<file path="config.mk">
export PLATFORM = sky130hd
export DESIGN_NAME = sha1_message_hasher
export DESIGN_NICKNAME = d
export VERILOG_FILES = /design/src/hw/rtl/sha1h_pkg.sv /design/src/hw/rtl/sha1_message_hasher.sv /design/src/hw/rtl/sha1h_block_ram.sv /design/src/hw/rtl/sha1h_rounds.sv
export SDC_FILE = /design/constraint.sdc
export NUM_CORES = 2
export LEC_CHECK = 0
export BUFFER_PORTS_ARGS = -buffer_cell sky130_fd_sc_hd__buf_2
export CAP_MARGIN = 10
export CELL_PAD_IN_SITES_DETAIL_PLACEMENT = 1
export CELL_PAD_IN_SITES_GLOBAL_PLACEMENT = 1
export CORE_MARGIN = 2
export CORE_UTILIZATION = 40
export CTS_CLUSTER_DIAMETER = 80
export CTS_CLUSTER_SIZE = 10
export DETAILED_ROUTE_END_ITERATION = 10
export PLACE_DENSITY_LB_ADDON = 0.1
export SYNTH_ARGS = -nofsm -noshare
export SYNTH_HDL_FRONTEND = slang
export SYNTH_SLANG_ARGS = --single-unit
</file>
<file path="constraint.sdc">
create_clock -name clk_i -period 23.6 [get_ports clk_i]
set_input_delay 4.72 -clock clk_i [delete_from_list [all_inputs] [get_ports clk_i]]
set_output_delay 4.72 -clock clk_i [all_outputs]
set_load 0.01 [all_outputs]
</file>
<file path="src/hw/rtl/sha1h_pkg.sv">
// shared types and constants for the sha-1 message hasher
// used by sha1h_block_ram, sha1h_rounds, sha1_message_hasher and the checker; no dependencies
package sha1h_pkg;

  localparam int unsigned WordW     = 32;
  localparam int unsigned NumChain  = 5;
  localparam int unsigned BlockWords = 16;
  localparam int unsigned NumRounds = 80;

  localparam logic [WordW-1:0] K0 = 32'h5A827999;
  localparam logic [WordW-1:0] K1 = 32'h6ED9EBA1;
  localparam logic [WordW-1:0] K2 = 32'h8F1BBCDC;
  localparam logic [WordW-1:0] K3 = 32'hCA62C1D6;

  localparam logic [7:0] PadMark = 8'h80;

  typedef logic [NumChain-1:0][WordW-1:0] chain_t;

  // word 0 in the lowest bits
  localparam chain_t ChainInit = {32'hC3D2E1F0, 32'h10325476, 32'h98BADCFE,
                                  32'hEFCDAB89, 32'h67452301};

  localparam logic [6:0] LastRound  = 7'd79;
  localparam logic [5:0] LenStart   = 6'd56;
  localparam logic [5:0] LastByte   = 6'd63;
  localparam logic [2:0] LastDigest = 3'd4;

  typedef enum logic [2:0] {
    ST_IDLE,
    ST_PAD,
    ST_LOAD,
    ST_ROUND,
    ST_FINAL,
    ST_OUT
  } state_e;

  typedef struct packed {
    logic       init;   // copy chaining words into the working vars
    logic       step;   // run one round
    logic [6:0] round;
  } round_ctrl_t;

endpackage

</file>
<file path="src/hw/rtl/sha1_message_hasher.sv">
// top level of the sha-1 message hasher: byte intake, padding, block sequencing
// and digest output; depends on sha1h_pkg, sha1h_block_ram and sha1h_rounds
//
//   channel  | dir | tdata               | tuser     | tlast
//   s_axis   | in  | [7:0] data_byte     | has_byte  | end_of_message
//   m_axis   | out | [31:0] digest_word  | -         | last_word
//
// a message byte is taken while the hasher is idle; the 64th byte of a block
// starts a compression (one read of the block store, 80 rounds, one chaining
// add), with the rounds run in turn on the single round unit and one read port.
// end of message writes the padding one byte per cycle, followed by one or two
// compressions, then five digest words go out, one per request.
// s_axis_tready_o is high only while no byte, padding or block is in work;
// a stall on m_axis holds the current digest word. reset restores the
// initial chaining words and clears the counters.
module sha1_message_hasher (
  input  logic        clk_i,
  input  logic        rst_ni,
  input  logic        s_axis_tvalid_i,
  output logic        s_axis_tready_o,
  input  logic [7:0]  s_axis_tdata_i,   // [7:0] data_byte
  input  logic        s_axis_tuser_i,   // [0] has_byte
  input  logic        s_axis_tlast_i,
  output logic        m_axis_tvalid_o,
  input  logic        m_axis_tready_i,
  output logic [31:0] m_axis_tdata_o,   // [31:0] digest_word
  output logic        m_axis_tlast_o
);
  import sha1h_pkg::*;

  state_e      state_q, state_d;
  logic [5:0]  fill_q, fill_d;
  logic [63:0] bit_total_q, bit_total_d;
  logic        pad_q, pad_d;
  logic        mark_q, mark_d;
  logic        len_q, len_d;
  logic        done_q, done_d;
  logic [6:0]  round_q, round_d;
  logic [2:0]  word_q, word_d;
  chain_t      chain_q, chain_d;

  logic        in_req, out_req, len_act;
  logic        we, re;
  logic [7:0]  wbyte, len_byte;
  logic [3:0]  raddr;
  logic [WordW-1:0] rdata;
  chain_t      vars;
  round_ctrl_t rctrl;

  sha1h_block_ram u_block_ram (
    .clk_i   (clk_i),
    .we_i    (we),
    .waddr_i (fill_q[5:2]),
    .wlane_i (fill_q[1:0]),
    .wbyte_i (wbyte),
    .re_i    (re),
    .raddr_i (raddr),
    .rdata_o (rdata)
  );

  sha1h_rounds u_rounds (
    .clk_i   (clk_i),
    .ctrl_i  (rctrl),
    .chain_i (chain_q),
    .wdata_i (rdata),
    .vars_o  (vars)
  );

  assign in_req  = s_axis_tvalid_i && s_axis_tready_o;
  assign out_req = m_axis_tvalid_o && m_axis_tready_i;

  // length bytes go out big-endian at block positions 56..63
  assign len_act  = len_q || (!mark_q && fill_q == LenStart);
  assign len_byte = bit_total_q[{3'd7 - fill_q[2:0], 3'b000} +: 8];

  assign s_axis_tready_o = (state_q == ST_IDLE);
  assign m_axis_tvalid_o = (state_q == ST_OUT);
  assign m_axis_tdata_o  = chain_q[word_q];
  assign m_axis_tlast_o  = (word_q == LastDigest);

  always_comb begin
    state_d     = state_q;
    fill_d      = fill_q;
    bit_total_d = bit_total_q;
    pad_d       = pad_q;
    mark_d      = mark_q;
    len_d       = len_q;
    done_d      = done_q;
    round_d     = round_q;
    word_d      = word_q;
    chain_d     = chain_q;
    we          = 1'b0;
    wbyte       = s_axis_tdata_i;
    re          = 1'b0;
    raddr       = '0;
    rctrl       = '{init: 1'b0, step: 1'b0, round: round_q};

    case (state_q)
      ST_IDLE: begin
        if (in_req) begin
          if (s_axis_tlast_i) begin
            pad_d  = 1'b1;
            mark_d = 1'b1;
            len_d  = 1'b0;
            done_d = 1'b0;
            state_d = ST_PAD;
          end
          if (s_axis_tuser_i) begin
            we          = 1'b1;
            fill_d      = fill_q + 6'd1;
            bit_total_d = bit_total_q + 64'd8;
            if (fill_q == LastByte) begin
              state_d = ST_LOAD;
            end
          end
        end
      end

      ST_PAD: begin
        we     = 1'b1;
        wbyte  = mark_q ? PadMark : (len_act ? len_byte : 8'h00);
        fill_d = fill_q + 6'd1;
        mark_d = 1'b0;
        len_d  = len_act;
        if (fill_q == LastByte) begin
          done_d  = len_act;
          state_d = ST_LOAD;
        end
      end

      ST_LOAD: begin
        re         = 1'b1;
        raddr      = '0;
        rctrl.init = 1'b1;
        round_d    = '0;
        state_d    = ST_ROUND;
      end

      ST_ROUND: begin
        // fetch the next block word while this round consumes the current one
        re         = 1'b1;
        raddr      = round_q[3:0] + 4'd1;
        rctrl.step = 1'b1;
        round_d    = round_q + 7'd1;
        if (round_q == LastRound) begin
          state_d = ST_FINAL;
        end
      end

      ST_FINAL: begin
        for (int i = 0; i < NumChain; i++) begin
          chain_d[i] = chain_q[i] + vars[i];
        end
        if (done_q) begin
          word_d  = '0;
          state_d = ST_OUT;
        end else if (pad_q) begin
          state_d = ST_PAD;
        end else begin
          state_d = ST_IDLE;
        end
      end

      ST_OUT: begin
        if (out_req) begin
          word_d = word_q + 3'd1;
          if (word_q == LastDigest) begin
            chain_d     = ChainInit;
            bit_total_d = '0;
            fill_d      = '0;
            pad_d       = 1'b0;
            done_d      = 1'b0;
            len_d       = 1'b0;
            state_d     = ST_IDLE;
          end
        end
      end

      default: begin
        state_d = ST_IDLE;
      end
    endcase
  end

  always_ff @(posedge clk_i or negedge rst_ni) begin
    if (!rst_ni) begin
      state_q     <= ST_IDLE;
      fill_q      <= '0;
      bit_total_q <= '0;
      pad_q       <= 1'b0;
      mark_q      <= 1'b0;
      len_q       <= 1'b0;
      done_q      <= 1'b0;
      round_q     <= '0;
      word_q      <= '0;
      chain_q     <= ChainInit;
    end else begin
      state_q     <= state_d;
      fill_q      <= fill_d;
      bit_total_q <= bit_total_d;
      pad_q       <= pad_d;
      mark_q      <= mark_d;
      len_q       <= len_d;
      done_q      <= done_d;
      round_q     <= round_d;
      word_q      <= word_d;
      chain_q     <= chain_d;
    end
  end

endmodule

</file>
<file path="src/hw/rtl/sha1h_block_ram.sv">
// 16 x 32 message block store with byte-lane writes and registered read
// depends on sha1h_pkg
module sha1h_block_ram (
  input  logic                         clk_i,
  input  logic                         we_i,
  input  logic [3:0]                   waddr_i,
  input  logic [1:0]                   wlane_i,
  input  logic [7:0]                   wbyte_i,
  input  logic                         re_i,
  input  logic [3:0]                   raddr_i,
  output logic [sha1h_pkg::WordW-1:0]  rdata_o
);
  import sha1h_pkg::*;

  logic [WordW-1:0] mem [BlockWords];
  logic [WordW-1:0] rdata_q;

  // byte 0 of a word is its most significant byte
  always_ff @(posedge clk_i) begin
    if (we_i) begin
      mem[waddr_i][{~wlane_i, 3'b000} +: 8] <= wbyte_i;
    end
  end

  always_ff @(posedge clk_i) begin
    if (re_i) begin
      rdata_q <= mem[raddr_i];
    end
  end

  assign rdata_o = rdata_q;

endmodule

</file>
<file path="src/hw/rtl/sha1h_rounds.sv">
// sha-1 round datapath: working vars a..e and the rolling message schedule
// depends on sha1h_pkg
module sha1h_rounds (
  input  logic                         clk_i,
  input  sha1h_pkg::round_ctrl_t       ctrl_i,
  input  sha1h_pkg::chain_t            chain_i,
  input  logic [sha1h_pkg::WordW-1:0]  wdata_i,
  output sha1h_pkg::chain_t            vars_o
);
  import sha1h_pkg::*;

  chain_t           vars_q;
  logic [WordW-1:0] sched_q [BlockWords];
  logic [WordW-1:0] a, b, c, d, e;
  logic [WordW-1:0] f, k, w, x, t;

  assign a = vars_q[0];
  assign b = vars_q[1];
  assign c = vars_q[2];
  assign d = vars_q[3];
  assign e = vars_q[4];

  always_comb begin
    // sched_q[0] is the oldest word, sched_q[15] the newest
    x = sched_q[13] ^ sched_q[8] ^ sched_q[2] ^ sched_q[0];
    w = (ctrl_i.round < 7'd16) ? wdata_i : {x[WordW-2:0], x[WordW-1]};
    if (ctrl_i.round < 7'd20) begin
      f = (b & c) | (~b & d);
      k = K0;
    end else if (ctrl_i.round < 7'd40) begin
      f = b ^ c ^ d;
      k = K1;
    end else if (ctrl_i.round < 7'd60) begin
      f = (b & c) | (b & d) | (c & d);
      k = K2;
    end else begin
      f = b ^ c ^ d;
      k = K3;
    end
    t = {a[WordW-6:0], a[WordW-1:WordW-5]} + f + e + k + w;
  end

  always_ff @(posedge clk_i) begin
    if (ctrl_i.init) begin
      vars_q <= chain_i;
    end else if (ctrl_i.step) begin
      vars_q[4] <= d;
      vars_q[3] <= c;
      vars_q[2] <= {b[1:0], b[WordW-1:2]};
      vars_q[1] <= a;
      vars_q[0] <= t;
    end
  end

  always_ff @(posedge clk_i) begin
    if (ctrl_i.step) begin
      for (int i = 0; i < BlockWords - 1; i++) begin
        sched_q[i] <= sched_q[i+1];
      end
      sched_q[BlockWords-1] <= w;
    end
  end

  assign vars_o = vars_q;

endmodule

</file>
======== Word-level counts from Yosys, hierarchy flattened ========
Memory sizes are Yosys's and may differ from the RTL's. A register that Yosys moved wholly into a read port is not among the register bits.
Cells that the tools add are included.
storage, ports and cells
  bits in registers ....................... 407
  bits in writable memories ............... 1024
  output and inout bits ................... 35
  word-level logic and storage cells ...... 162
  memories ................................ 2
operators by class
  $add $sub $neg .......................... 16
  magnitude comparators ................... 5
  eq/ne operators ......................... 17
  shift operators ......................... 3
  multiplexer cells ....................... 64
  bitwise logic cells ..................... 14
  reduce and logical (&&, ||, !) cells .... 22
memory list
  name              depth  bits a word  read ports  clocked after memory_dff  write ports  line                   text
  u_block_ram.mem   16     32           1           1                         1            sha1h_block_ram.sv:15  logic [WordW-1:0] mem [BlockWords];
  u_rounds.sched_q  16     32           16          0                         16           sha1h_rounds.sv:13     logic [WordW-1:0] sched_q [BlockWords];
operator list
  kind                                                  number
  two-way mux 160 bit                                   4
  case mux 160 bit (2 select lines)                     1
  adder 32 bit                                          9
  two-way mux 32 bit                                    8
  two-way mux 64 bit                                    4
  bitwise XOR 32 bit                                    5
  AND 32 bit                                            4
  case mux 64 bit (2 select lines)                      1
  binary-select mux 32 bit (select 3 bit)               1
  OR 32 bit                                             3
  adder 64 x 4 -> 64 bit, second input constant         1
  variable part select 64 x 7 -> 8 bit                  1
  two-way mux 3 bit                                     11
  NOT 32 bit                                            1
  variable shift 8 x 7 -> 32 bit, first input constant  1
  variable part select 8 x 7 -> 32 bit                  1
  two-way mux 31 bit                                    1
  AND reduction 5 bit                                   5
  two-way mux 6 bit                                     4
  two-way mux 8 bit                                     3
  case mux 3 bit (6 select lines)                       1
  case mux 6 bit (3 select lines)                       1
  two-way mux 1 bit                                     16
  < comparator 7 x 5 -> 1 bit, second input constant    2
  30 further kinds                                      52

======== Logic depth before layout (Yosys ltp) ========
  depth after elaboration ................. 12
  depth in mapped cells ................... 26
  mapped depth without buffers ............ 24

======== Cells and area by module ========
From an unflattened synthesis, not the netlist that was laid out.
second synthesis, totals
  cell total of the unflattened synthesis .. 5012
  area total of the unflattened synthesis .. 69248.9 µm²
by module, submodules not included
  module               times used  cells each  area an instance (µm²)  sequential area each (µm²)
  sha1h_rounds         1           1787        29074.1                 20179.4
  sha1h_block_ram      1           952         20731.1                 16335.7
  sha1_message_hasher  1           2273        19443.6                 6206.0

======== Worst setup path after synthesis ========
OpenSTA, ideal clock, no wires.
  path type ............................... flip-flop to flip-flop
  start ................................... register state_q[1]
  end ..................................... register state_q[0]
  arrival ................................. 22.773 ns
  required time ........................... 23.442 ns
  slack ................................... 0.668 ns
  cell stages (with the launch flop) ...... 10
  buffers on the path ..................... 3
  clock period less this slack ............ 22.932 ns
  cell sequence ........................... dfrtp_1 clkbuf_1 nand2_1 inv_1 nand2_1 inv_2 clkbuf_1 clkbuf_1 o21ai_0 nand4b_1
on the way
  longest elaborated chain between the ends .. 4
  elaborated cells on any way between the ends .. 15
ends and longest elaborated chain
  what                                                     line                                                                             text
  start: declaration                                       sha1_message_hasher.sv:31                                                        state_e state_q, state_d;
  start signal: assignment                                 sha1_message_hasher.sv:198                                                       state_q <= state_d;
  == test 3 bit / zero test 3 bit (equally long branches)  sha1_message_hasher.sv:77, sha1_message_hasher.sv:98, sha1_message_hasher.sv:76
  logical AND 1 bit (on tied branches)                     sha1_message_hasher.sv:70, sha1_message_hasher.sv:69
  inequality test 2 x 1 -> 1 bit (no source line)          n/a
  AND reduction 5 bit (no source line)                     n/a
Parallel ways exist; a longest one is shown, timed or not.
A chain may end at the register's enable or synchronous reset.

======== Worst setup path after layout ========
  start ................................... register word_q[0]
  end ..................................... output port m_axis_tdata_o[0]
on the way
  longest elaborated chain between the ends .. 2
ends and longest elaborated chain
  what                                      line                        text
  start: declaration                        sha1_message_hasher.sv:39   logic [2:0] word_q, word_d;
  start signal: assignment                  sha1_message_hasher.sv:206  word_q <= word_d;
  binary-select mux 32 bit (select 3 bit)   sha1_message_hasher.sv:78   assign m_axis_tdata_o = chain_q[word_q];
  two-way mux 32 bit (implied by the code)  sha1_message_hasher.sv:78
  end: declaration                          sha1_message_hasher.sv:26   output logic [31:0] m_axis_tdata_o,
No other way between the ends. The select of a mux whose other input is x is not followed.

==> impl_metrics.env <==
export IMPL_dp_hpwl_um=137000
export IMPL_synth_ff_type="edfxtp_1"
export IMPL_grt_pass1_wl_um=306000
export IMPL_die_w_um=422
export IMPL_grt_pass1_vias=47000
export IMPL_reg2reg_depth=24
export IMPL_fin_crit_sh=0.347
export IMPL_drive_above_1_share=0.0768
export IMPL_final_setup_tns_ns=0
export IMPL_rr_endpoint="u_rounds.a[30]$_DFFE_PP_"
export IMPL_min_to="u_rounds.sched_q[1][107]$_DFFE_PP_"
export IMPL_syn_to_final_growth_pct=10.9
export IMPL_worstSetupStartpointType="flop"
export IMPL_cp_num_buf_inv=4
export IMPL_crit_path_max_incr_delay_ns=0.71
export IMPL_crit_type="reg -> out"
export IMPL_post_cts_hold_buffer_count=0
export IMPL_fmax_mhz=122
export IMPL_cp_depth=7
export IMPL_cpMaxStageDelayCell="dfrtp_4"
export IMPL_clk_latency_ns=0.82
export IMPL_nets=6201
export IMPL_path_cells="buf_4, inv_1, nor2_2, buf_4, a21oi_1, o22ai_1, buf_2"
export IMPL_firstDrtPassIters=7
export IMPL_drc=0
export IMPL_drt_iter0_drc=3500
export IMPL_maxCapViolCount=0
export IMPL_die_area_um2=178000
export IMPL_yosys_warnings=0
export IMPL_antenna_found_initial=4
export IMPL_vias_per_cell=5.53
export IMPL_finClkSkew_ns=0.0431
export IMPL_io_buffers=48
export IMPL_final_util=0.446
export IMPL_cts_max_path_buffers=3
export IMPL_worst_pin_slew_ns=1.07
export IMPL_synth_async_reset_ratio=0.167
export IMPL_initial_core_util=0.402
export IMPL_die_h_um=422
export IMPL_overflow=0
export IMPL_syn_inst=5838
export IMPL_critPathMaxFanout=40
export IMPL_via_count=45700
export IMPL_r2r_slack_ns=16.37
export IMPL_clkTransAtPathRegs_ns=0.06
export IMPL_cp_arrival_ns=3.47
export IMPL_status="complete, no violations"
export IMPL_setup_ws_ns=15.41
export IMPL_synth_edf_count=1216
export IMPL_num_io_pins=49
export IMPL_critical_path_required_ns=18.88
export IMPL_synth_seq_area_share=0.612
export IMPL_post_cts_buffers=0
export IMPL_core_rowCount=153
export IMPL_cts_root_buf="clkbuf_16"
export IMPL_netlist_area_um2=69800
export IMPL_slew_viol_final=0
export IMPL_core_area_um2=174000
export IMPL_netlist_cell_type_count=85
export IMPL_hp_class="reg -> reg"
export IMPL_syn_num_nets=6179
export IMPL_final_cell_area_um2=77400
export IMPL_min_from="u_rounds.sched_q[1][139]$_DFFE_PP_"
export IMPL_placed_area_um2=72700
export IMPL_period_needed_ns=8.19
export IMPL_hold_viol_final=0
export IMPL_synth_avg_cell_area_um2=11.9
export IMPL_grt_start_max_net_pins=193
export IMPL_r2r_start="round_q[6]$_DFFE_PN0P_"
export IMPL_routedWlPerCell_um=24.5
export IMPL_ys_seq_elements=1460
export IMPL_cp_top_family="buffers and inverters"
export IMPL_crit_top_cell="buf_4"
export IMPL_setup_violations=0
export IMPL_cts_buffers=165
export IMPL_drt_total_wl_um=203000
export IMPL_cts_tree="yes"
export IMPL_clock_sinks=1460
export IMPL_holdPathStages=0
export IMPL_antenna_left=0
export IMPL_grt_total_usage=0.227
export IMPL_num_fill_cells=18100
export IMPL_endpoint_kind="output port"
export IMPL_dpl_worst_slack_ns=15.91
export IMPL_slew_headroom=0.289
export IMPL_cts_resized=0
export IMPL_rsz0062_at_grt="false"
export IMPL_gp_congestion=0.849
export IMPL_cts_max_level=4
[synth_stat cells (7+ instances only)]
cell / number / area [um^2]
a2111oi_0: 72 / 631
a211o_1: 9 / 78.8
a211oi_1: 116 / 871
a21o_1: 79 / 593
a21oi_1: 338 / 1690
a221o_1: 22 / 220
a22o_1: 14 / 123
a31oi_1: 18 / 113
a32o_1: 8 / 80.1
and2_1: 29 / 181
and3_1: 20 / 125
buf_1: 19 / 71.3
clkbuf_1: 252 / 946
dfrtp_1: 164 / 4100
dfstp_2: 80 / 2100
edfxtp_1: 1216 / 36500
fa_1: 121 / 2420
ha_1: 206 / 2580
inv_1: 259 / 972
mux2i_1: 111 / 1110
mux4_2: 13 / 293
nand2_1: 736 / 2760
nand2b_1: 23 / 144
nand3_1: 81 / 405
nand4_1: 27 / 169
nor2_1: 607 / 2280
nor2b_1: 44 / 275
nor3_1: 42 / 210
nor3b_1: 12 / 90.1
nor4_1: 7 / 43.8
o211ai_1: 11 / 82.6
o21a_1: 36 / 270
o21ai_0: 364 / 1820
o21ai_1: 13 / 65.1
o21bai_1: 19 / 143
o221ai_1: 13 / 114
o22a_1: 16 / 140
o22ai_1: 175 / 1090
o31ai_1: 17 / 128
or2_2: 8 / 50.1
or3_1: 24 / 150
xnor2_1: 189 / 1660
xor2_1: 122 / 1070
[metrics by stage]
step | hold WS, ns | std cells
after floorplan | 0.400 | 5838
after global placement | 0.400 | 8018
after detailed placement | 0.405 | 8018
after CTS | 0.407 | 8259
after global routing | 0.416 | 8259
final | 0.402 | 8261
[sequential cells by signal, summed over array words and instances (netlist names), 32 cells and up]
| signal | flops |
|---|---|
| u_block_ram.mem | 512 |
| u_rounds.sched_q | 512 |
| chain_q | 160 |
| bit_total_q | 61 |
| u_block_ram.rdata_o | 32 |
| u_rounds.a | 32 |
| u_rounds.b | 32 |
| u_rounds.c | 32 |
| u_rounds.d | 32 |
| u_rounds.e | 32 |
[per-layer routing]
metal | vias to the layer above | wire [um] | GRT usage
met2 | 827 | 94300 | 0.361
met1 | 23400 | 95600 | 0.325
met3 | 288 | 7450 | 0.0287
met4 | 2 | 5340 | 0.0654
li1 | 21200 | - | -
met5 | - | 11 | 0
[cells by family (layout without fill, tap and decap cells)]
group	after synthesis	after routing	share of synthesized area
flip-flops	1460	1460	0.612
AO/OA/AOI/OAI	1391	1391	0.125
XOR/XNOR	311	311	0.0390
buffers and inverters	536	632	0.0289
adder cells (fa/ha/maj)	327	327	0.0717
other	0	2	0
multiplexers	126	126	0.0204
AND/OR/NAND/NOR	1687	1687	0.103
[layout make-up]
type	instances	area [um^2]	area share
flip-flops and latches	1460	42700	0.552
well taps	2325	2910	0.0376
multi-input cells	3842	25100	0.325
repair buffers	129	896	0.0116
clock inverters	14	249	0.00322
diodes	2	5.00	0.0000647
clock buffers	227	4490	0.0580
inverters	262	998	0.0129
[worst max-delay path by stage]
stage / startpoint / to / slack (ns)
floorplan: state_q[1]$_DFFE_PN0P_ / state_q[0]$_DFFE_PN0P_ / 0.67
CTS: word_q[0]$_DFFE_PN0P_ / m_axis_tdata_o[0] / 15.28
global route: word_q[0]$_DFFE_PN0P_ / m_axis_tdata_o[0] / 15.18
global placement: s_axis_tvalid_i / bit_total_q[53]$_DFFE_PN0P_ / 15.94
finish: word_q[0]$_DFFE_PN0P_ / m_axis_tdata_o[0] / 15.41
detailed placement: s_axis_tvalid_i / bit_total_q[63]$_DFFE_PN0P_ / 15.91
[cell usage in the layout, fill, tap and decap left out, types with 122 or more instances in the layout]
cell type | Yosys | final
nor2_1 | 607 | 602
o22ai_1 | 175 | 174
dfrtp_1 | 164 | 161
clkbuf_16 | 0 | 169
edfxtp_1 | 1216 | 1216
ha_1 | 206 | 205
inv_1 | 259 | 258
o21ai_0 | 364 | 362
nand2_1 | 736 | 734
xor2_1 | 122 | 122
a21oi_1 | 338 | 338
xnor2_1 | 189 | 189
Power is not shown: default switching activity piles up to over one toggle a cycle in this logic, so the estimate is an artifact.
